**src/rtl/mac_pkg.sv**
```systemverilog
`default_nettype none
// ----------------------------------------------------------------------------
// mac_pkg
// Shared types and codes for the mask driven ARGB compositor.
// ----------------------------------------------------------------------------
package mac_pkg;

  localparam int unsigned PIX_W = 32;
  localparam int unsigned CH_W  = 8;
  localparam int unsigned CFG_W = 32;
  localparam int unsigned IDX_W = 2;

  // configuration register indexes
  localparam logic [IDX_W-1:0] CFG_PAINT_COLOR  = 2'd0;
  localparam logic [IDX_W-1:0] CFG_MASK_CHANNEL = 2'd1;
  localparam logic [IDX_W-1:0] CFG_BLEND_MODE   = 2'd2;

  localparam logic [CH_W-1:0] CH_MAX = 8'hff;

  typedef enum logic [1:0] {
    MASK_RED,
    MASK_GREEN,
    MASK_BLUE,
    MASK_NONE
  } mask_sel_t;

  typedef enum logic [1:0] {
    MODE_COLOR,
    MODE_SHADOW,
    MODE_IMAGE_KEEP,
    MODE_IMAGE_OPAQUE
  } blend_mode_t;

  typedef struct packed {
    logic [PIX_W-1:0] paint_color;
    mask_sel_t        mask_channel;
    blend_mode_t      blend_mode;
  } cfg_t;

  typedef struct packed {
    logic [PIX_W-1:0] canvas_pixel;
    logic [PIX_W-1:0] mask_pixel;
    logic [PIX_W-1:0] image_pixel;
    logic             inside_mask;
  } pix_in_t;

  typedef struct packed {
    logic [PIX_W-1:0] pixel;
    logic             was_written;
  } pix_out_t;

  // (src*a + dst*(255-a)) >> 8, sum stays below 2^16
  function automatic logic [CH_W-1:0] mix_channel(input logic [CH_W-1:0] src,
                                                  input logic [CH_W-1:0] dst,
                                                  input logic [CH_W-1:0] a);
    logic [2*CH_W-1:0] p_src;
    logic [2*CH_W-1:0] p_dst;
    logic [2*CH_W:0]   sum;
    p_src = {{CH_W{1'b0}}, src} * {{CH_W{1'b0}}, a};
    p_dst = {{CH_W{1'b0}}, dst} * {{CH_W{1'b0}}, CH_MAX - a};
    sum   = {1'b0, p_src} + {1'b0, p_dst};
    return sum[2*CH_W-1:CH_W];
  endfunction

  // floor(x / 255) for x up to 255*255
  function automatic logic [CH_W-1:0] div255(input logic [2*CH_W-1:0] x);
    logic [2*CH_W:0] t;
    t = {1'b0, x} + {{(2*CH_W){1'b0}}, 1'b1} + {{(CH_W+1){1'b0}}, x[2*CH_W-1:CH_W]};
    return t[2*CH_W-1:CH_W];
  endfunction

endpackage
`default_nettype wire

```
**src/rtl/mac_blend.sv**
```systemverilog
`default_nettype none
// ----------------------------------------------------------------------------
// mac_blend
// Combinational pixel compositor: channel gate, weight select and
// per-channel blend of one registered pixel set.
// ----------------------------------------------------------------------------
module mac_blend (
  input  wire mac_pkg::cfg_t    cfg,
  input  wire mac_pkg::pix_in_t pix_in,
  output mac_pkg::pix_out_t     pix_out
);

  logic [mac_pkg::CH_W-1:0]   gate;
  logic [mac_pkg::CH_W-1:0]   mask_a;
  logic [mac_pkg::CH_W-1:0]   weight;
  logic [mac_pkg::CH_W-1:0]   alpha_out;
  logic [mac_pkg::CH_W-1:0]   shadow_a;
  logic [2*mac_pkg::CH_W-1:0] shadow_p;
  logic [mac_pkg::PIX_W-1:0]  src;
  logic [mac_pkg::PIX_W-1:0]  dst;
  logic [mac_pkg::CH_W-1:0]   r_mix;
  logic [mac_pkg::CH_W-1:0]   g_mix;
  logic [mac_pkg::CH_W-1:0]   b_mix;
  logic                       hit;

  assign mask_a = pix_in.mask_pixel[31:24];
  assign dst    = pix_in.canvas_pixel;

  always_comb begin
    unique case (cfg.mask_channel)
      mac_pkg::MASK_RED:   gate = pix_in.mask_pixel[23:16];
      mac_pkg::MASK_GREEN: gate = pix_in.mask_pixel[15:8];
      mac_pkg::MASK_BLUE:  gate = pix_in.mask_pixel[7:0];
      default:             gate = '0;
    endcase
  end

  // shadow alpha is mask alpha scaled by paint alpha
  assign shadow_p = {{mac_pkg::CH_W{1'b0}}, mask_a} *
                    {{mac_pkg::CH_W{1'b0}}, cfg.paint_color[31:24]};
  assign shadow_a = mac_pkg::div255(shadow_p);

  always_comb begin
    unique case (cfg.blend_mode)
      mac_pkg::MODE_COLOR: begin
        src       = cfg.paint_color;
        weight    = gate;
        alpha_out = gate;
      end
      mac_pkg::MODE_SHADOW: begin
        src       = cfg.paint_color;
        weight    = mask_a;
        alpha_out = shadow_a;
      end
      mac_pkg::MODE_IMAGE_KEEP: begin
        src       = pix_in.image_pixel;
        weight    = mask_a;
        alpha_out = mask_a;
      end
      default: begin
        src       = pix_in.image_pixel;
        weight    = mask_a;
        alpha_out = mac_pkg::CH_MAX;
      end
    endcase
  end

  assign r_mix = mac_pkg::mix_channel(src[23:16], dst[23:16], weight);
  assign g_mix = mac_pkg::mix_channel(src[15:8],  dst[15:8],  weight);
  assign b_mix = mac_pkg::mix_channel(src[7:0],   dst[7:0],   weight);

  assign hit = pix_in.inside_mask && (gate != '0);

  always_comb begin
    pix_out.was_written = hit;
    pix_out.pixel       = hit ? {alpha_out, r_mix, g_mix, b_mix} : dst;
  end

endmodule
`default_nettype wire

```
**src/rtl/mask_alpha_compositor.sv**
```systemverilog
`default_nettype none
// ----------------------------------------------------------------------------
// mask_alpha_compositor
// Mask gated ARGB8888 compositor, one pixel per clock while out_stall is low.
//
//   port group  dir  handshake          payload
//   in_*        in   in_valid/in_stall  canvas, mask, image pixel, inside flag
//   out_*       out  out_valid/out_stall out pixel, was_written
//   cfg_*       in   cfg_we             cfg_index, cfg_data
//
// one pixel accepted per cycle while out_stall is low; each result passes
// through the input register, blend logic and result register
// synchronous active-low reset clears valids and all config registers
// out_stall backs up through the input register into in_stall in the same cycle
// ----------------------------------------------------------------------------
module mask_alpha_compositor (
  input  wire                          clk,
  input  wire                          rst_n,
  input  wire                          cfg_we,
  input  wire [mac_pkg::IDX_W-1:0]     cfg_index,
  input  wire [mac_pkg::CFG_W-1:0]     cfg_data,
  input  wire                          in_valid,
  output logic                         in_stall,
  input  wire [mac_pkg::PIX_W-1:0]     in_canvas_pixel,
  input  wire [mac_pkg::PIX_W-1:0]     in_mask_pixel,
  input  wire [mac_pkg::PIX_W-1:0]     in_image_pixel,
  input  wire                          in_inside_mask,
  output logic                         out_valid,
  input  wire                          out_stall,
  output logic [mac_pkg::PIX_W-1:0]    out_pixel,
  output logic                         out_was_written
);

  mac_pkg::cfg_t     cfg_r;
  mac_pkg::cfg_t     cfg_nxt;
  mac_pkg::pix_in_t  s1_r;
  mac_pkg::pix_out_t blend_out;
  mac_pkg::pix_out_t res_r;
  logic              s1_valid_r;
  logic              out_valid_r;
  logic              res_load;
  logic              s1_load;

  // config writes
  always_comb begin
    cfg_nxt = cfg_r;
    if (cfg_we) begin
      unique case (cfg_index)
        mac_pkg::CFG_PAINT_COLOR:  cfg_nxt.paint_color  = cfg_data;
        mac_pkg::CFG_MASK_CHANNEL: cfg_nxt.mask_channel = mac_pkg::mask_sel_t'(cfg_data[1:0]);
        mac_pkg::CFG_BLEND_MODE:   cfg_nxt.blend_mode   = mac_pkg::blend_mode_t'(cfg_data[1:0]);
        default: ;
      endcase
    end
  end

  always_ff @(posedge clk) begin
    if (!rst_n) begin
      cfg_r.paint_color  <= '0;
      cfg_r.mask_channel <= mac_pkg::MASK_RED;
      cfg_r.blend_mode   <= mac_pkg::MODE_COLOR;
    end else begin
      cfg_r <= cfg_nxt;
    end
  end

  // result register frees when empty or taken
  assign res_load = !out_valid_r || !out_stall;
  assign s1_load  = !s1_valid_r || res_load;
  assign in_stall = !s1_load;

  always_ff @(posedge clk) begin
    if (!rst_n) begin
      s1_valid_r  <= 1'b0;
      out_valid_r <= 1'b0;
    end else begin
      if (s1_load) begin
        s1_valid_r <= in_valid;
      end
      if (res_load) begin
        out_valid_r <= s1_valid_r;
      end
    end
  end

  always_ff @(posedge clk) begin
    if (s1_load && in_valid) begin
      s1_r.canvas_pixel <= in_canvas_pixel;
      s1_r.mask_pixel   <= in_mask_pixel;
      s1_r.image_pixel  <= in_image_pixel;
      s1_r.inside_mask  <= in_inside_mask;
    end
    if (res_load && s1_valid_r) begin
      res_r <= blend_out;
    end
  end

  mac_blend u_blend (
    .cfg     (cfg_r),
    .pix_in  (s1_r),
    .pix_out (blend_out)
  );

  assign out_valid       = out_valid_r;
  assign out_pixel       = res_r.pixel;
  assign out_was_written = res_r.was_written;

`ifndef ASSERT_OFF
  // an item outside the mask leaves the canvas pixel as it was
  a_outside_passes: assert property (@(posedge clk) disable iff (!rst_n)
    (s1_valid_r && res_load && !s1_r.inside_mask)
      |=> (out_pixel == $past(s1_r.canvas_pixel)) && !out_was_written)
    else $error("pixel outside mask was modified");

  // a held item in the input register is not dropped
  a_s1_holds: assert property (@(posedge clk) disable iff (!rst_n)
    (s1_valid_r && !res_load) |=> s1_valid_r)
    else $error("input register lost a pending beat");

  // with an empty input register the block never stalls
  a_no_idle_stall: assert property (@(posedge clk) disable iff (!rst_n)
    !s1_valid_r |-> !in_stall)
    else $error("stall asserted with empty input register");

  // no result appears when the result register loads from an empty input register
  a_out_from_s1: assert property (@(posedge clk) disable iff (!rst_n)
    (!s1_valid_r && res_load) |=> !out_valid)
    else $error("result appeared without an item in flight");
`endif

endmodule
`default_nettype wire
```
**config.mk**
```make
export PLATFORM = sky130hd
export DESIGN_NAME = mask_alpha_compositor
export DESIGN_NICKNAME = d
export VERILOG_FILES = /design/src/rtl/mac_pkg.sv /design/src/rtl/mac_blend.sv /design/src/rtl/mask_alpha_compositor.sv
export SDC_FILE = /design/constraint.sdc
export NUM_CORES = 1
export LEC_CHECK = 0
export BUFFER_PORTS_ARGS = -buffer_cell sky130_fd_sc_hd__buf_4
export CORE_UTILIZATION = 60
export DETAILED_ROUTE_END_ITERATION = 10
export GPL_TIMING_DRIVEN = 0
export PLACE_DENSITY = 0.8
export SETUP_SLACK_MARGIN = 0.02
export SKIP_LAST_GASP = 1
export SLEW_MARGIN = 15
export SYNTH_ARGS = -nofsm -noshare
export SYNTH_HDL_FRONTEND = slang
export SYNTH_HIERARCHICAL = 1
export SYNTH_SLANG_ARGS = --single-unit
```
**constraint.sdc**
```tcl
create_clock -name clk -period 15.46 [get_ports clk]
set_clock_uncertainty 0.05 [all_clocks]
set_input_delay 0.773 -clock clk [delete_from_list [all_inputs] [get_ports clk]]
set_output_delay 0.773 -clock clk [all_outputs]
set_load 0.005 [all_outputs]
```
Word level (Yosys, flattened, before mapping) --
Cells that the tools add are included.
Operators by class: add/sub/neg operators 6, multiply operators 7, divide/modulo/power cells 0, order comparisons 0, eq/ne operators 6, shift-type cells 0, mux-type cells 5, bitwise operators 0, reductions and logical operators 17
Operators by type and width (number):
- multiplier 8 x 8 -> 16 bit | 7
- adder 16 bit | 3
- case mux 8 bit (3 select lines) | 2
- two-way mux 32 bit | 1
- two-way mux 24 bit | 1
- adder 16 x 1 -> 16 bit (second input constant) | 1
- adder 16 x 8 -> 16 bit | 1
- two-way mux 8 bit | 1
- nonzero test 8 bit | 1
- subtractor 8 bit (first input constant) | 1
- equality test 2 x 1 -> 1 bit (second input constant) | 3
- equality test 2 bit (second input constant) | 3
- logical NOT 2 bit | 3
- AND reduction 2 bit | 3
- logical NOT 1 bit | 4
- logical AND 1 bit | 3
- logical OR 1 bit | 2
- OR reduction 2 bit | 1
Storage, ports and cells: flip-flop bits (word level) 160, latch bits 0, RAM bits 0, bits in read-only memories 0, bits of input ports 136, word-level logic and storage cells 52, memories kept 0

Longest topological paths before layout --
depth after elaboration 7, mapped depth 28

Modules after synthesis --
Netlist, hierarchy kept.
By module, submodules not included:
- mac_blend | instances 1, cells an instance 1907, area an instance 16175.5 um2, seq. area each 0.0 um2
- mask_alpha_compositor | instances 1, cells an instance 293, area an instance 5457.7 um2, seq. area each 4664.5 um2

Worst setup path before layout --
No wires, ideal clock.
kind register -> register, start register cfg_r[1] (netlist name), end register res_r, in the netlist out_pixel[22], data pin, library setup time 0.256 ns, arrival 6.726 ns, data required time 15.154 ns, setup slack 8.428 ns, cell stages (with the launch flop) 26, path buffers 3, clock period less this slack 7.032 ns, path through dfxtp_1 > clkbuf_1 > clkbuf_1 > buf_1 > mux2_2 > nand2_1 > fa_1 > inv_1 > ha_1 > inv_1 > fa_1 > inv_1 > fa_1 > inv_1 > fa_1 > inv_1 > fa_1 > ha_1 > a21o_1 > a21o_1 > a21oi_1 > o21bai_1 > a211o_1 > a2111o_1 > a21o_1 > a31o_2
RTL lines:
- start, declared | RTL line mask_alpha_compositor.sv:34 | mac_pkg::cfg_t cfg_r;
- start signal, assigned | RTL line mask_alpha_compositor.sv:63 | cfg_r <= cfg_nxt;
- end signal, assigned | RTL line mask_alpha_compositor.sv:94 | res_r <= blend_out;
- end, declared | RTL line mask_alpha_compositor.sv:38 | mac_pkg::pix_out_t res_r;

==> impl_results.md <==
- Global-route usage over all layers: 0.3388
- Maxcap violations: 0
- Min-delay worst type: reg -> reg
- Syn. warnings: 6
- Min-delay src: cfg_r[15]$_SDFFE_PN0P_
- Highest fanout seen on the critical path: 10
- Final hold vios: 0
- GR Overflow Total: 0
- First-pass GRT wire length: 91780 um
- Flop2flop setup slack: about 6.7 ns
- Detailed Place HPWL: 45010 um
- Pin count of the biggest net entering global routing: 28
- Startpoint Class: flip-flop
- Fill cell count: 2571
- Die H: about 190 um
- Final Net Count: 3055
- Postcts setup bufs: 0
- Starting Density: 0.6148
- Share of cells above drive strength 1: 0.1134
- CTS H-tree lvls: 4
- Antenna violations before repair: 1
- Crit-path max cell delay: 0.80 ns
- Reg clk slew, reported paths: roughly 0.070 ns
- Hold Crit Endpoint: cfg_r[15]$_SDFFE_PN0P_
- Die ar.: 36410 um^2
- IO Pins: 171
- FF-to-FF path depth: 24
- Crit Path Class: reg -> reg
- Tmin final: 8.749 ns
- Number of global-route vias before repair: 17420
- Setup_tns: 0 ns
- Worst Max-Slew Pin Slew: 1.254 ns
- FF-to-FF Start: cfg_r[1]$_SDFFE_PN0P_
- CTS tree: built
- RSZ-0062 raised after global routing: false
- Clock Latency Late Sink: 0.46 ns
- Max-slew violation count: 0
- Clk buf depth: 2
- Chip width: around 190 um
- Remaining DRCs: 0
- Worst path required time: 15.61 ns
- Area growth, synth to finish: 11.76%
- Post-Syn Instances: about 2200
- Vias: 16240
- Crit path capture type: flip-flop
- DR vias/cell: around 5.7
- WL per Instance: between 20 and 25 um
- Post-CTS sizing: 0
- Post-Syn Area per Cell: between 9 and 10 um^2
- Most frequent cells in the layout: 463 x inv_1, 321 x fa_1, 234 x nand2_1
- Critical Path AT: roughly 9 ns
- Post-Syn Area: about 21000 um^2
- Clk sinks: 160
- Number of cells on the worst hold path: 2
- Antenna viol nets, final: 0
- Worst path cell trace: clkbuf_1, clkbuf_1, buf_1, mux2i_1, nor2_1, fa_1, ha_1, inv_1, fa_1, inv_1, fa_1, inv_1, fa_1, inv_1, fa_1, ha_1, a21o_1, a21o_1, a21oi_1, o21bai_1, a211o_1, a2111o_1, a21o_1, a31o_2
- Detailed Route Iter0 Violations: 1275
- Port bufs: between 150 and 200
- Worst path most repeated cell: fa_1
- Static Leakage: roughly 12 nW
- Final worst-path cycle share: 0.5659
- Max IR drop VDD: 0.1210 mV
- CTS Buf Count: 17
- Post-Route WL: 58100 um
- Final setup vio count: 0
- Final Core Density: 0.6871
- Clk root buf: clkbuf_16
- # hold bufs at CTS: 0
- Most common cell after layout, fill and taps aside: inv_1
- Row Count: 68
- Status: finished, final reports clean
- Worst slew margin: 0.1582
- Core ar.: 34800 um^2
- GP Congestion: 0.9383
- Syn nets: 2870
- Power per Cell Area: 132.9 nW/um^2
- Slowest CP cell: buf_1
- Reg2reg end: out_pixel[22]$_DFFE_PP_
- Drt pass-1 iters: 6
- Fmax: about 110 MHz
## worst max-delay path by stage
stage | slack [ns] | to | from
after global routing | 6.40 | out_pixel[22]$_DFFE_PP_ | cfg_r[1]$_SDFFE_PN0P_
after floorplan | 8.43 | out_pixel[22]$_DFFE_PP_ | cfg_r[1]$_SDFFE_PN0P_
after global placement | 6.96 | out_pixel[22]$_DFFE_PP_ | cfg_r[1]$_SDFFE_PN0P_
after detailed placement | 6.86 | out_pixel[22]$_DFFE_PP_ | cfg_r[1]$_SDFFE_PN0P_
after CTS | 6.84 | out_pixel[22]$_DFFE_PP_ | cfg_r[1]$_SDFFE_PN0P_
final | 6.71 | out_pixel[22]$_DFFE_PP_ | cfg_r[1]$_SDFFE_PN0P_
## layout make-up
type,instances,area [um^2],area share
multi-input combinational,1497,14900,0.6234
sequential,160,4424,0.1850
inverter,463,1738,0.07269
timing repair buffer,166,1326,0.05547
tap,455,569.3,0.02381
clock buffer,18,429.2,0.01795
buffer,72,345.3,0.01444
clock inverter,14,167.7,0.007012
antenna,2,5.005,0.0002093
## state kept, by name (all words and copies together), names as in the netlist
name,cells
cfg_r,36
out_pixel,32
out_valid,1
out_was_written,1
s1_r,89
s1_valid_r,1
## where the power goes
part,internal [mW],switching [mW]
sequential,0.542,0.0300
combinational,0.946,1.21
clock,0.244,0.204
total,1.73,1.44
## layer usage
metal / part of all wire / GRT usage / vias up / routed length [um]
li1: - / - / 7176 / -
met5: 0.0011 / 0.01374 / - / 65
met1: 0.37 / 0.4047 / 7968 / 21230
met2: 0.47 / 0.5552 / 839 / 27450
met3: 0.094 / 0.08134 / 251 / 5459
met4: 0.067 / 0.1994 / 2 / 3884
## per-stage QoR
step	cells	power [mW]	area, um^2	hold WS, ns	worst slack (ns)
floorplan	2192	2.183	21390	0.3822	8.428
global placement	2808	2.594	23170	0.3896	6.958
detailed placement	2813	2.714	23310	0.3963	6.857
CTS	2845	3.171	23900	0.4085	6.837
global route	2845	3.512	23900	0.4267	6.404
finish	2847	3.177	23910	0.4087	6.711
## critical path: cells and delay by family, from the launching register on
family                   cells  cell delay (ns)
AND/OR/NAND/NOR              1             0.14
multiplexers                 1             0.59
adder cells (fa/ha/maj)      7             2.99
AO/OA/AOI/OAI                8             2.04
flip-flops                   1             0.42
buffers and inverters        7             2.28
No activity file was read; power rests on OpenSTA's default activity.
